$ cat config.mk
export PLATFORM = sky130hd
export DESIGN_NAME = deadline_job_slot_scheduler_unit
export DESIGN_NICKNAME = d
export VERILOG_FILES = /design/src/rtl/djss_pkg.sv /design/src/rtl/deadline_job_slot_scheduler_unit.sv
export SDC_FILE = /design/constraint.sdc
export NUM_CORES = 2
export LEC_CHECK = 0
export BUFFER_PORTS_ARGS = -buffer_cell sky130_fd_sc_hd__buf_2
export CAP_MARGIN = 15
export CORE_ASPECT_RATIO = 2
export CORE_MARGIN = 5
export CORE_UTILIZATION = 40
export CTS_BUF_LIST = sky130_fd_sc_hd__clkbuf_4 sky130_fd_sc_hd__clkbuf_8 sky130_fd_sc_hd__clkbuf_16
export DETAILED_ROUTE_END_ITERATION = 8
export SETUP_SLACK_MARGIN = 0.3
export SYNTH_ARGS = -nofsm -noshare
export SYNTH_HDL_FRONTEND = slang
export SYNTH_SLANG_ARGS = --single-unit
$ cat constraint.sdc
create_clock -name clk -period 11.4 [get_ports clk]
set_clock_uncertainty 0.15 [all_clocks]
set_input_delay 1.14 -clock clk [delete_from_list [all_inputs] [get_ports clk]]
set_output_delay 1.14 -clock clk [all_outputs]
set_load 0.05 [all_outputs]
$ cat src/rtl/djss_pkg.sv
// Shared payload types and widths for the deadline job slot scheduler.
`default_nettype none
package djss_pkg;

	localparam int unsigned FIELD_W = 16;
	localparam int unsigned INDEX_W = 6;
	localparam int unsigned SLOT_W  = 7;

	typedef struct packed {
		logic [FIELD_W-1:0] deadline;
		logic [FIELD_W-1:0] profit;
		logic               last_job;
	} djss_in_t;

	typedef struct packed {
		logic [INDEX_W-1:0] job_index;
		logic [FIELD_W-1:0] job_deadline;
		logic [FIELD_W-1:0] job_profit;
		logic [SLOT_W-1:0]  slot;
		logic               last_result;
	} djss_out_t;

endpackage
`default_nettype wire

$ cat src/rtl/deadline_job_slot_scheduler_unit.sv
// Top level: job store, selection sequencer and slot allocator.
// Load: one word per cycle while idle; the word marked last_job starts a run.
// Run: for each of n results the sequencer scans all stored jobs, one per cycle, with
// one shared compare unit, then places the chosen job in a slot and emits its word.
// Reset clears the job count, slot map and control; job stores are not reset.
`default_nettype none
module deadline_job_slot_scheduler_unit
	import djss_pkg::*;
#(
	parameter int unsigned MAX_JOBS = 64
) (
	input  wire logic      clk,
	input  wire logic      arst_n,
	input  wire logic      in_valid,
	output logic           in_ready,
	input  wire djss_in_t  in_data,
	output logic           out_valid,
	input  wire logic      out_ready,
	output djss_out_t      out_data
);

	localparam int unsigned AW = (MAX_JOBS > 1) ? $clog2(MAX_JOBS) : 1;
	localparam int unsigned CW = $clog2(MAX_JOBS + 1);

	typedef enum logic [1:0] {
		ST_LOAD,
		ST_SCAN,
		ST_PLACE,
		ST_EMIT
	} state_t;

	state_t state_q;

	// Job stores, one read port each
	logic [FIELD_W-1:0] dl_mem [MAX_JOBS];
	logic [FIELD_W-1:0] pr_mem [MAX_JOBS];
	logic [FIELD_W-1:0] rd_dl, rd_pr;

	logic [CW-1:0] count_q;
	logic [CW-1:0] emitted_q;
	logic [AW-1:0] scan_q;
	logic [AW-1:0] rd_addr;
	logic          rd_live_q;
	logic [AW-1:0] rd_idx_q;
	logic [MAX_JOBS-1:0] done_q;
	logic [MAX_JOBS-1:0] taken_q;

	// Best candidate so far: highest profit, earliest load on ties
	logic          best_ok_q;
	logic [AW-1:0] best_idx_q;
	logic [FIELD_W-1:0] best_pr_q;
	logic [FIELD_W-1:0] best_dl_q;

	logic [FIELD_W-1:0] lim;
	logic [MAX_JOBS-1:0] free_mask;
	logic          found;
	logic [AW-1:0] found_pos;
	logic          load_fire;

	assign in_ready  = (state_q == ST_LOAD);
	assign load_fire = in_valid && in_ready;
	assign rd_addr   = scan_q;

	// Store loaded jobs and read the scanned entry
	always_ff @(posedge clk) begin
		if (load_fire && (count_q < CW'(MAX_JOBS))) begin
			dl_mem[count_q[AW-1:0]] <= in_data.deadline;
			pr_mem[count_q[AW-1:0]] <= in_data.profit;
		end
		rd_dl <= dl_mem[rd_addr];
		rd_pr <= pr_mem[rd_addr];
	end

	// Latest free slot at or before min(deadline, count)
	always_comb begin
		lim = (best_dl_q > FIELD_W'(count_q)) ? FIELD_W'(count_q) : best_dl_q;
		for (int t = 0; t < MAX_JOBS; t++) begin
			free_mask[t] = !taken_q[t] && (FIELD_W'(t) < lim);
		end
		found     = 1'b0;
		found_pos = '0;
		for (int t = 0; t < MAX_JOBS; t++) begin
			if (free_mask[t]) begin
				found     = 1'b1;
				found_pos = AW'(t);
			end
		end
	end

	// Sequencer: load, scan for next job, place it, hand out the word
	always_ff @(posedge clk or negedge arst_n) begin
		if (!arst_n) begin
			state_q   <= ST_LOAD;
			count_q   <= '0;
			emitted_q <= '0;
			scan_q    <= '0;
			rd_live_q <= 1'b0;
			rd_idx_q  <= '0;
			done_q    <= '0;
			taken_q   <= '0;
			best_ok_q <= 1'b0;
			out_valid <= 1'b0;
		end else begin
			case (state_q)
				ST_LOAD: begin
					if (load_fire) begin
						logic [CW-1:0] n_next;
						n_next = (count_q < CW'(MAX_JOBS)) ? count_q + 1'b1 : count_q;
						count_q <= n_next;
						if (in_data.last_job) begin
							state_q   <= ST_SCAN;
							scan_q    <= '0;
							rd_live_q <= 1'b0;
							best_ok_q <= 1'b0;
							done_q    <= '0;
							taken_q   <= '0;
							emitted_q <= '0;
						end
					end
				end
				ST_SCAN: begin
					// advance read address, compare the entry that arrived
					rd_live_q <= (CW'(scan_q) < count_q);
					rd_idx_q  <= scan_q;
					if (CW'(scan_q) < count_q) begin
						scan_q <= scan_q + 1'b1;
					end
					if (rd_live_q && !done_q[rd_idx_q] &&
					    (!best_ok_q || (rd_pr > best_pr_q))) begin
						best_ok_q  <= 1'b1;
						best_idx_q <= rd_idx_q;
						best_pr_q  <= rd_pr;
						best_dl_q  <= rd_dl;
					end
					if (!rd_live_q && (CW'(scan_q) >= count_q || scan_q == AW'(MAX_JOBS - 1))
					    && rd_idx_q != '0 || (!rd_live_q && count_q == '0)) begin
						state_q <= ST_PLACE;
					end
					if (rd_live_q && CW'(rd_idx_q) + 1'b1 == count_q) begin
						state_q <= ST_PLACE;
					end
				end
				ST_PLACE: begin
					out_data.job_index    <= INDEX_W'(best_idx_q);
					out_data.job_deadline <= best_dl_q;
					out_data.job_profit   <= best_pr_q;
					out_data.slot         <= found ? SLOT_W'(found_pos) + 1'b1 : '0;
					out_data.last_result  <= (emitted_q + 1'b1 == count_q);
					if (found) begin
						taken_q[found_pos] <= 1'b1;
					end
					done_q[best_idx_q] <= 1'b1;
					out_valid <= best_ok_q;
					state_q   <= best_ok_q ? ST_EMIT : ST_LOAD;
					if (!best_ok_q) begin
						count_q <= '0;
					end
				end
				ST_EMIT: begin
					if (out_ready) begin
						out_valid <= 1'b0;
						emitted_q <= emitted_q + 1'b1;
						scan_q    <= '0;
						rd_live_q <= 1'b0;
						best_ok_q <= 1'b0;
						if (emitted_q + 1'b1 == count_q) begin
							state_q <= ST_LOAD;
							count_q <= '0;
						end else begin
							state_q <= ST_SCAN;
						end
					end
				end
				default: state_q <= ST_LOAD;
			endcase
		end
	end

endmodule
`default_nettype wire

Yosys cells after proc, flatten, opt, wreduce, memory -nomap -nowiden
Memories as Yosys holds them, arrays and structs flattened. A register that Yosys moved wholly into a read port is not among the register bits.
Cells that the tools add are included.
Operators by class
  $add $sub $neg: 5
  magnitude comparators: 74
  equal/unequal tests: 16
  muxes and demuxes: 171
  bitwise operators: 2
  reductions and logical operators: 163
Operators by type and width (number)
  $lt A6 B16 Y1 const A: 32
  $mux W6: 66
  $lt A5 B16 Y1 const A: 16
  $pmux W64 S2: 2
  $mux W64: 3
  $lt A4 B16 Y1 const A: 8
  $or A64 B64 Y64: 2
  $mux W1: 75
  $logic_and A1 B1 Y1: 74
  $logic_not A1 Y1: 67
  $lt A3 B16 Y1 const A: 4
  $mux W7: 8
  $lt A1 B16 Y1 const A: 2
  $lt A2 B16 Y1 const A: 2
  $lt A6 B7 Y1 const B: 3
  $pmux W7 S3: 1
  $pmux W6 S3: 1
  $gt A16 B16 Y1: 1
  $gt A16 B7 Y1: 1
  $mux W16: 1
  $reduce_and A4 Y1: 4
  $add A6 B1 Y7 const B: 2
  $add A7 B1 Y7 const B: 2
  $eq A7 B7 Y1: 2
  28 further kinds: 52
Word-level totals
  bits in registers: 243
  bits in writable memories: 2048
  input port bits: 37
  output and inout bits: 48
  memories kept: 2
Memory list
  dl_mem: words 64, bits a word 16, read ports 1, clocked after Yosys merged registers in 1, write ports 1, line deadline_job_slot_scheduler_unit.sv:35  | logic [FIELD_W-1:0] dl_mem [MAX_JOBS];
  pr_mem: words 64, bits a word 16, read ports 1, clocked after Yosys merged registers in 1, write ports 1, line deadline_job_slot_scheduler_unit.sv:36  | logic [FIELD_W-1:0] pr_mem [MAX_JOBS];

Longest topological paths before layout
  depth after elaboration: 74
  depth in mapped cells: 20
  mapped depth without buffers: 15

Worst setup path after synthesis
OpenSTA, ideal clock, no wires.
  path kind: reg-to-reg
  start: register rd_idx_q[0]
  end: register best_dl_q[0], enable pin
  library setup time: 638 ps
  arrival: 8560 ps
  data required time: 10612 ps
  slack: 2052 ps
  stages on the path, launching flop included: 7
  path through: dfrtp_1 > buf_1 > mux4_2 > mux4_2 > mux4_2 > nand2b_1 > a2111oi_0
Between the ends
  longest elaborated chain between the ends: 6
Ends and longest elaborated chain
  from (decl): line deadline_job_slot_scheduler_unit.sv:44  | logic [AW-1:0] rd_idx_q;
  from (signal assigned): line deadline_job_slot_scheduler_unit.sv:124  | rd_idx_q <= scan_q;
  $bmux W1 S6: line deadline_job_slot_scheduler_unit.sv:128  | if (rd_live_q && !done_q[rd_idx_q] &&
  $mux W1 (not written as such): line deadline_job_slot_scheduler_unit.sv:128
  $logic_not A1 Y1: line deadline_job_slot_scheduler_unit.sv:128
  $logic_and A1 B1 Y1 (2 in a row): line deadline_job_slot_scheduler_unit.sv:128
  $reduce_and A3 Y1 (no line)
  to (signal assigned): line deadline_job_slot_scheduler_unit.sv:133  | best_dl_q <= rd_dl;
  to (decl): line deadline_job_slot_scheduler_unit.sv:52  | logic [FIELD_W-1:0] best_dl_q;
No other way between the ends. The select of a mux whose other input is x is not followed.
A chain may end at the register's enable or synchronous reset.

Final worst setup path
  start: register count_q[6]
  end: register out_data[5] (netlist bit), data pin
Between the ends
  longest elaborated chain between the ends: 68
  elaborated cells on any way between the ends: 258
  those cells by class: 1 x add/sub; 65 x order compare; 128 x mux; 64 x reduce/logical
Ends and longest elaborated chain
  from (decl): line deadline_job_slot_scheduler_unit.sv:39  | logic [CW-1:0] count_q;
  from (signal assigned): line deadline_job_slot_scheduler_unit.sv:109  | count_q <= n_next;
  $gt A16 B7 Y1: line deadline_job_slot_scheduler_unit.sv:76  | lim = (best_dl_q > FIELD_W'(count_q)) ? FIELD_W'(count_q) : best_dl_q;
  $mux W16 (*): line deadline_job_slot_scheduler_unit.sv:76
  $lt A1 B16 Y1: line deadline_job_slot_scheduler_unit.sv:78  | free_mask[t] = !taken_q[t] && (FIELD_W'(t) < lim);
  $logic_and A1 B1 Y1: line deadline_job_slot_scheduler_unit.sv:78
  $mux W1: line deadline_job_slot_scheduler_unit.sv:83  | if (free_mask[t]) begin
  $mux W6 or $mux W1 (tied branches) (62 in a row): line deadline_job_slot_scheduler_unit.sv:83
  $add A6 B1 Y7 or $mux W1 (tied branches): line deadline_job_slot_scheduler_unit.sv:147, deadline_job_slot_scheduler_unit.sv:83
  to (decl): line deadline_job_slot_scheduler_unit.sv:19  | output djss_out_t out_data
Mark *: on every way between the ends. The rest lies on a longest branch, timed or not.

==> impl_metrics.prom <==
# TYPE chip_impl_metric gauge
chip_impl_info{name="result_of_the_run",value="completed"} 1
chip_impl_metric{name="synth_enable_flop_cells",unit=""} 2132
chip_impl_metric{name="worst-slew-pin-transition",unit="ns"} 1.17
chip_impl_info{name="end_kind",value="flip-flop"} 1
chip_impl_info{name="critical_path.startpoint_type",value="flip-flop"} 1
chip_impl_metric{name="number_of_global_route_vias_before_repair",unit=""} 47736
chip_impl_info{name="crit_chain",value="clkinv_1, ha_1, a211oi_1, o2bb2ai_1, and3_1, buf_4, nand2_2, buf_4, mux2_2, o211ai_1, nor3_1, o2111ai_1, a31oi_2, or2_1, ha_1, nand3_1, xor2_1"} 1
chip_impl_metric{name="core.rowCount",unit=""} 250
chip_impl_metric{name="routed_via_density",unit=""} 5.91
chip_impl_metric{name="synth_cells",unit=""} 4490
chip_impl_metric{name="finalWorstSetupSlack",unit="ns"} 4.78
chip_impl_metric{name="detail_route.first_pass.iterations",unit=""} 7
chip_impl_info{name="synth_flop_cell",value="sky130_fd_sc_hd__edfxtp_1"} 1
chip_impl_info{name="setup_repair_after_global_routing_missed_its_margin",value="false"} 1
chip_impl_metric{name="horizontal_die_dimension",unit="µm"} 350
chip_impl_metric{name="hold_path_depth",unit=""} 0
chip_impl_metric{name="port-buffer-count",unit=""} 84
chip_impl_metric{name="ys_seq_area_share",unit="%"} 74.1
chip_impl_metric{name="cts.reportedPaths.clkPinSlew",unit="ns"} 0.07
chip_impl_metric{name="critPathRequiredTime",unit="ns"} 11.77
chip_impl_metric{name="die-area",unit="mm²"} 0.242
chip_impl_metric{name="place_congestion",unit=""} 0.862
chip_impl_metric{name="ys_seq_elements",unit=""} 2323
chip_impl_metric{name="power_density",unit="mW/mm²"} 229
chip_impl_metric{name="grt_antenna_before_repair",unit=""} 30
chip_impl_metric{name="synth_warnings",unit=""} 0
chip_impl_metric{name="max_cap_violations",unit=""} 0
chip_impl_metric{name="cts.repair_timing.setup_buffer_count",unit=""} 0
chip_impl_metric{name="yosys.cell_types.count",unit=""} 104
chip_impl_info{name="clockRootBuffer",value="sky130_fd_sc_hd__clkbuf_16"} 1
chip_impl_metric{name="tritoncts_num_sinks",unit=""} 2323
chip_impl_metric{name="synth_fp_nets",unit=""} 4563
chip_impl_metric{name="routed_wire_length_per_instance",unit="µm"} 31.0
chip_impl_metric{name="cts_buffer_depth",unit=""} 4
chip_impl_metric{name="initial_core_utilization",unit="%"} 40.1
chip_impl_info{name="layout.cells.most_common_list",value="2,132 x sky130_fd_sc_hd__edfxtp_1, 693 x sky130_fd_sc_hd__mux4_2, 211 x sky130_fd_sc_hd__clkbuf_16, 158 x sky130_fd_sc_hd__a21oi_1"} 1
chip_impl_metric{name="largest_voltage_drop_on_the_vdd_net",unit="µV"} 215
chip_impl_info{name="tritoncts",value="yes"} 1
chip_impl_metric{name="wire_length_of_the_first_global_routing_pass",unit="µm"} 350000
chip_impl_metric{name="ys_async_rst_share",unit="%"} 6.84
chip_impl_info{name="synth.largest_area_cell",value="sky130_fd_sc_hd__edfxtp_1"} 1
chip_impl_info{name="mostFrequentLayoutCell",value="sky130_fd_sc_hd__edfxtp_1"} 1
chip_impl_metric{name="globalRouteOverflowTotal",unit=""} 0
chip_impl_metric{name="period_share",unit="%"} 58.1
chip_impl_metric{name="fmaxAchievable",unit="MHz"} 151
chip_impl_info{name="cpMaxStageDelayCell",value="sky130_fd_sc_hd__dfrtp_1"} 1
chip_impl_metric{name="max_slew_margin",unit="%"} 21.9
chip_impl_metric{name="detailedPlacementHpwl",unit="µm"} 144000
chip_impl_metric{name="ios",unit=""} 85
chip_impl_metric{name="htreeDepth",unit=""} 4
chip_impl_metric{name="yosys.area.top_type_share",unit="%"} 69.1
chip_impl_info{name="min-delay-path-class",value="reg2reg"} 1
chip_impl_metric{name="drt.antenna.violating_nets",unit=""} 0
chip_impl_metric{name="data_arrival_time_of_the_critical_path",unit="ns"} 6.99
chip_impl_metric{name="cp_num_cells",unit=""} 17
chip_impl_metric{name="drt_first_iter_violations",unit=""} 4292
chip_impl_metric{name="cts-hold-fix-buffers",unit=""} 0
chip_impl_metric{name="critPathMaxStageDelay",unit="ns"} 0.93
chip_impl_metric{name="finalSetupViolations",unit=""} 0
chip_impl_metric{name="p_leak",unit="nW"} 32.9
chip_impl_metric{name="ff2ff_path_depth",unit=""} 17
chip_impl_metric{name="post-route-drc-count",unit=""} 0
chip_impl_metric{name="final_layout_size_suffix_gt1_share",unit="%"} 28.6
chip_impl_metric{name="final.min_clock_period",unit="ns"} 6.62
chip_impl_metric{name="height_of_the_die",unit="µm"} 691
chip_impl_metric{name="dp_worst_setup_slack",unit="ns"} 5.06
chip_impl_info{name="critical_path_class",value="reg2reg"} 1
chip_impl_metric{name="timing.critical_path.fanout_max",unit=""} 46
chip_impl_info{name="path_delay_family",value="compound AO/OA/AOI/OAI gates"} 1
chip_impl_metric{name="vias",unit=""} 46479
chip_impl_info{name="synth.top_cells.by_area",value="sky130_fd_sc_hd__edfxtp_1 69%, sky130_fd_sc_hd__mux4_2 17%, sky130_fd_sc_hd__dfrtp_1 4.3%"} 1
chip_impl_metric{name="worst_skew_pair.late_latency",unit="ns"} 0.84
chip_impl_metric{name="finalPower",unit="mW"} 23.9
chip_impl_metric{name="mappedNetlistArea",unit="mm²"} 0.0926
chip_impl_metric{name="cts_inserted_buffers",unit=""} 210
chip_impl_metric{name="report.final.slew_viol_count",unit=""} 0
chip_impl_metric{name="wirelength",unit="µm"} 244000
chip_impl_metric{name="area_growth_syn_to_layout",unit="%"} 12.7
chip_impl_metric{name="coreArea",unit="mm²"} 0.231
chip_impl_metric{name="number_of_gates_resized_after_cts",unit=""} 0
chip_impl_metric{name="finalHoldViolCount",unit=""} 0
chip_impl_metric{name="setup-tns-final",unit="ns"} 0
chip_impl_metric{name="grt_max_degree",unit=""} 134
chip_impl_metric{name="timing.critical_path.buf_inv",unit=""} 3
chip_impl_metric{name="finalNetCount",unit=""} 4743
chip_impl_metric{name="avgSynthCellArea",unit="µm²"} 20.6
chip_impl_metric{name="globalRouteTotalUtil",unit="%"} 19.9
-- registers in the layout (all words and copies together), names as in the netlist --
| name | cells |
|---|---|
| dl_mem | 1024 |
| pr_mem | 1024 |
| done_q | 64 |
| taken_q | 64 |
| out_data | 46 |
| best_dl_q | 16 |
| best_pr_q | 16 |
| rd_dl | 16 |
| rd_pr | 16 |
| count_q | 7 |
| emitted_q | 7 |
| best_idx_q | 6 |
| rd_addr | 6 |
| rd_idx_q | 6 |
| state_q | 2 |
| best_ok_q | 1 |
| out_valid | 1 |
| rd_live_q | 1 |
-- cell usage after synthesis, types with 27 or more instances --
cell type                     n
sky130_fd_sc_hd__o21ai_0     88
sky130_fd_sc_hd__buf_2       33
sky130_fd_sc_hd__mux4_2     693
sky130_fd_sc_hd__dfxtp_1     32
sky130_fd_sc_hd__buf_1       57
sky130_fd_sc_hd__ha_1        36
sky130_fd_sc_hd__nor3_1      40
sky130_fd_sc_hd__a211oi_1    27
sky130_fd_sc_hd__nand2_1    117
sky130_fd_sc_hd__clkbuf_1   154
sky130_fd_sc_hd__edfxtp_1  2132
sky130_fd_sc_hd__a21oi_1    158
sky130_fd_sc_hd__o31ai_1     29
sky130_fd_sc_hd__dfrtp_1    159
sky130_fd_sc_hd__nor2_1     217
sky130_fd_sc_hd__inv_1       45
sky130_fd_sc_hd__nand3_1     49
-- logic make-up (layout without fill, tap and decap cells) --
group / Yosys count / after routing / synth area share [%]
xor+xnor: 22 / 22 / 0.208
flops: 2323 / 2323 / 74.1
fa+ha+maj: 36 / 36 / 0.486
compound gates: 509 / 509 / 3.66
mux: 710 / 710 / 17.1
other cells: 0 / 5 / 0
simple gates: 589 / 589 / 3.19
buf+inv: 301 / 648 / 1.30
-- layer usage --
| metal | track usage, % | share of wire, % |
|---|---|---|
| met2 | 34.3 | 51 |
| met1 | 26.8 | 40 |
| met3 | 3.01 | 6.2 |
| met4 | 4.99 | 2.8 |
| met5 | 0 | 0.0078 |
-- path summary, 6_finish.rpt --
| check | endpoint | slack [ns] | from |
|---|---|---|---|
| max | out_data[5] | 4.78 | count_q[6] |
| min | best_dl_q[3] | 0.25 | rd_dl[3] |
| max reg2reg | out_data[5] | 4.78 | count_q[6] |
| min reg2reg | best_dl_q[3] | 0.25 | rd_dl[3] |
| max in group asynchronous | taken_q[39] | 9.40 | arst_n |
| min in group asynchronous | done_q[51] | 0.26 | arst_n |
-- power breakdown --
group | internal, mW | switching (mW) | leakage [nW] | total, mW
Combinational | 3.04 | 3.66 | 8.04 | 6.71
Sequential | 9.67 | 0.531 | 21.5 | 10.2
Clock | 3.96 | 3.06 | 3.37 | 7.01
Total | 16.7 | 7.25 | 32.9 | 23.9
-- metrics by stage --
step | util, % | hold WS, ns | area (µm²) | std cells
6_report | 45.1 | 0.255 | 104000 | 7866
5_1_grt | 45.1 | 0.259 | 104000 | 7862
4_1_cts | 45.1 | 0.249 | 104000 | 7858
3_5_place_dp | 42.2 | 0.239 | 97500 | 7479
3_3_place_gp | 42.2 | 0.242 | 97500 | 7477
2_1_floorplan | - | 0.236 | 92600 | 4490
-- cell type report --
class / count / area [µm²]
fill: 19218 / 127000
timing repair buffer: 218 / 1570
clock inverter: 123 / 1150
inverter: 51 / 191
tap: 3024 / 3780
antenna: 5 / 12.5
multi-input combinational: 1866 / 23300
sequential: 2323 / 68700
clock buffer: 256 / 5640
Note: power is estimated with default switching activity, not from simulation.
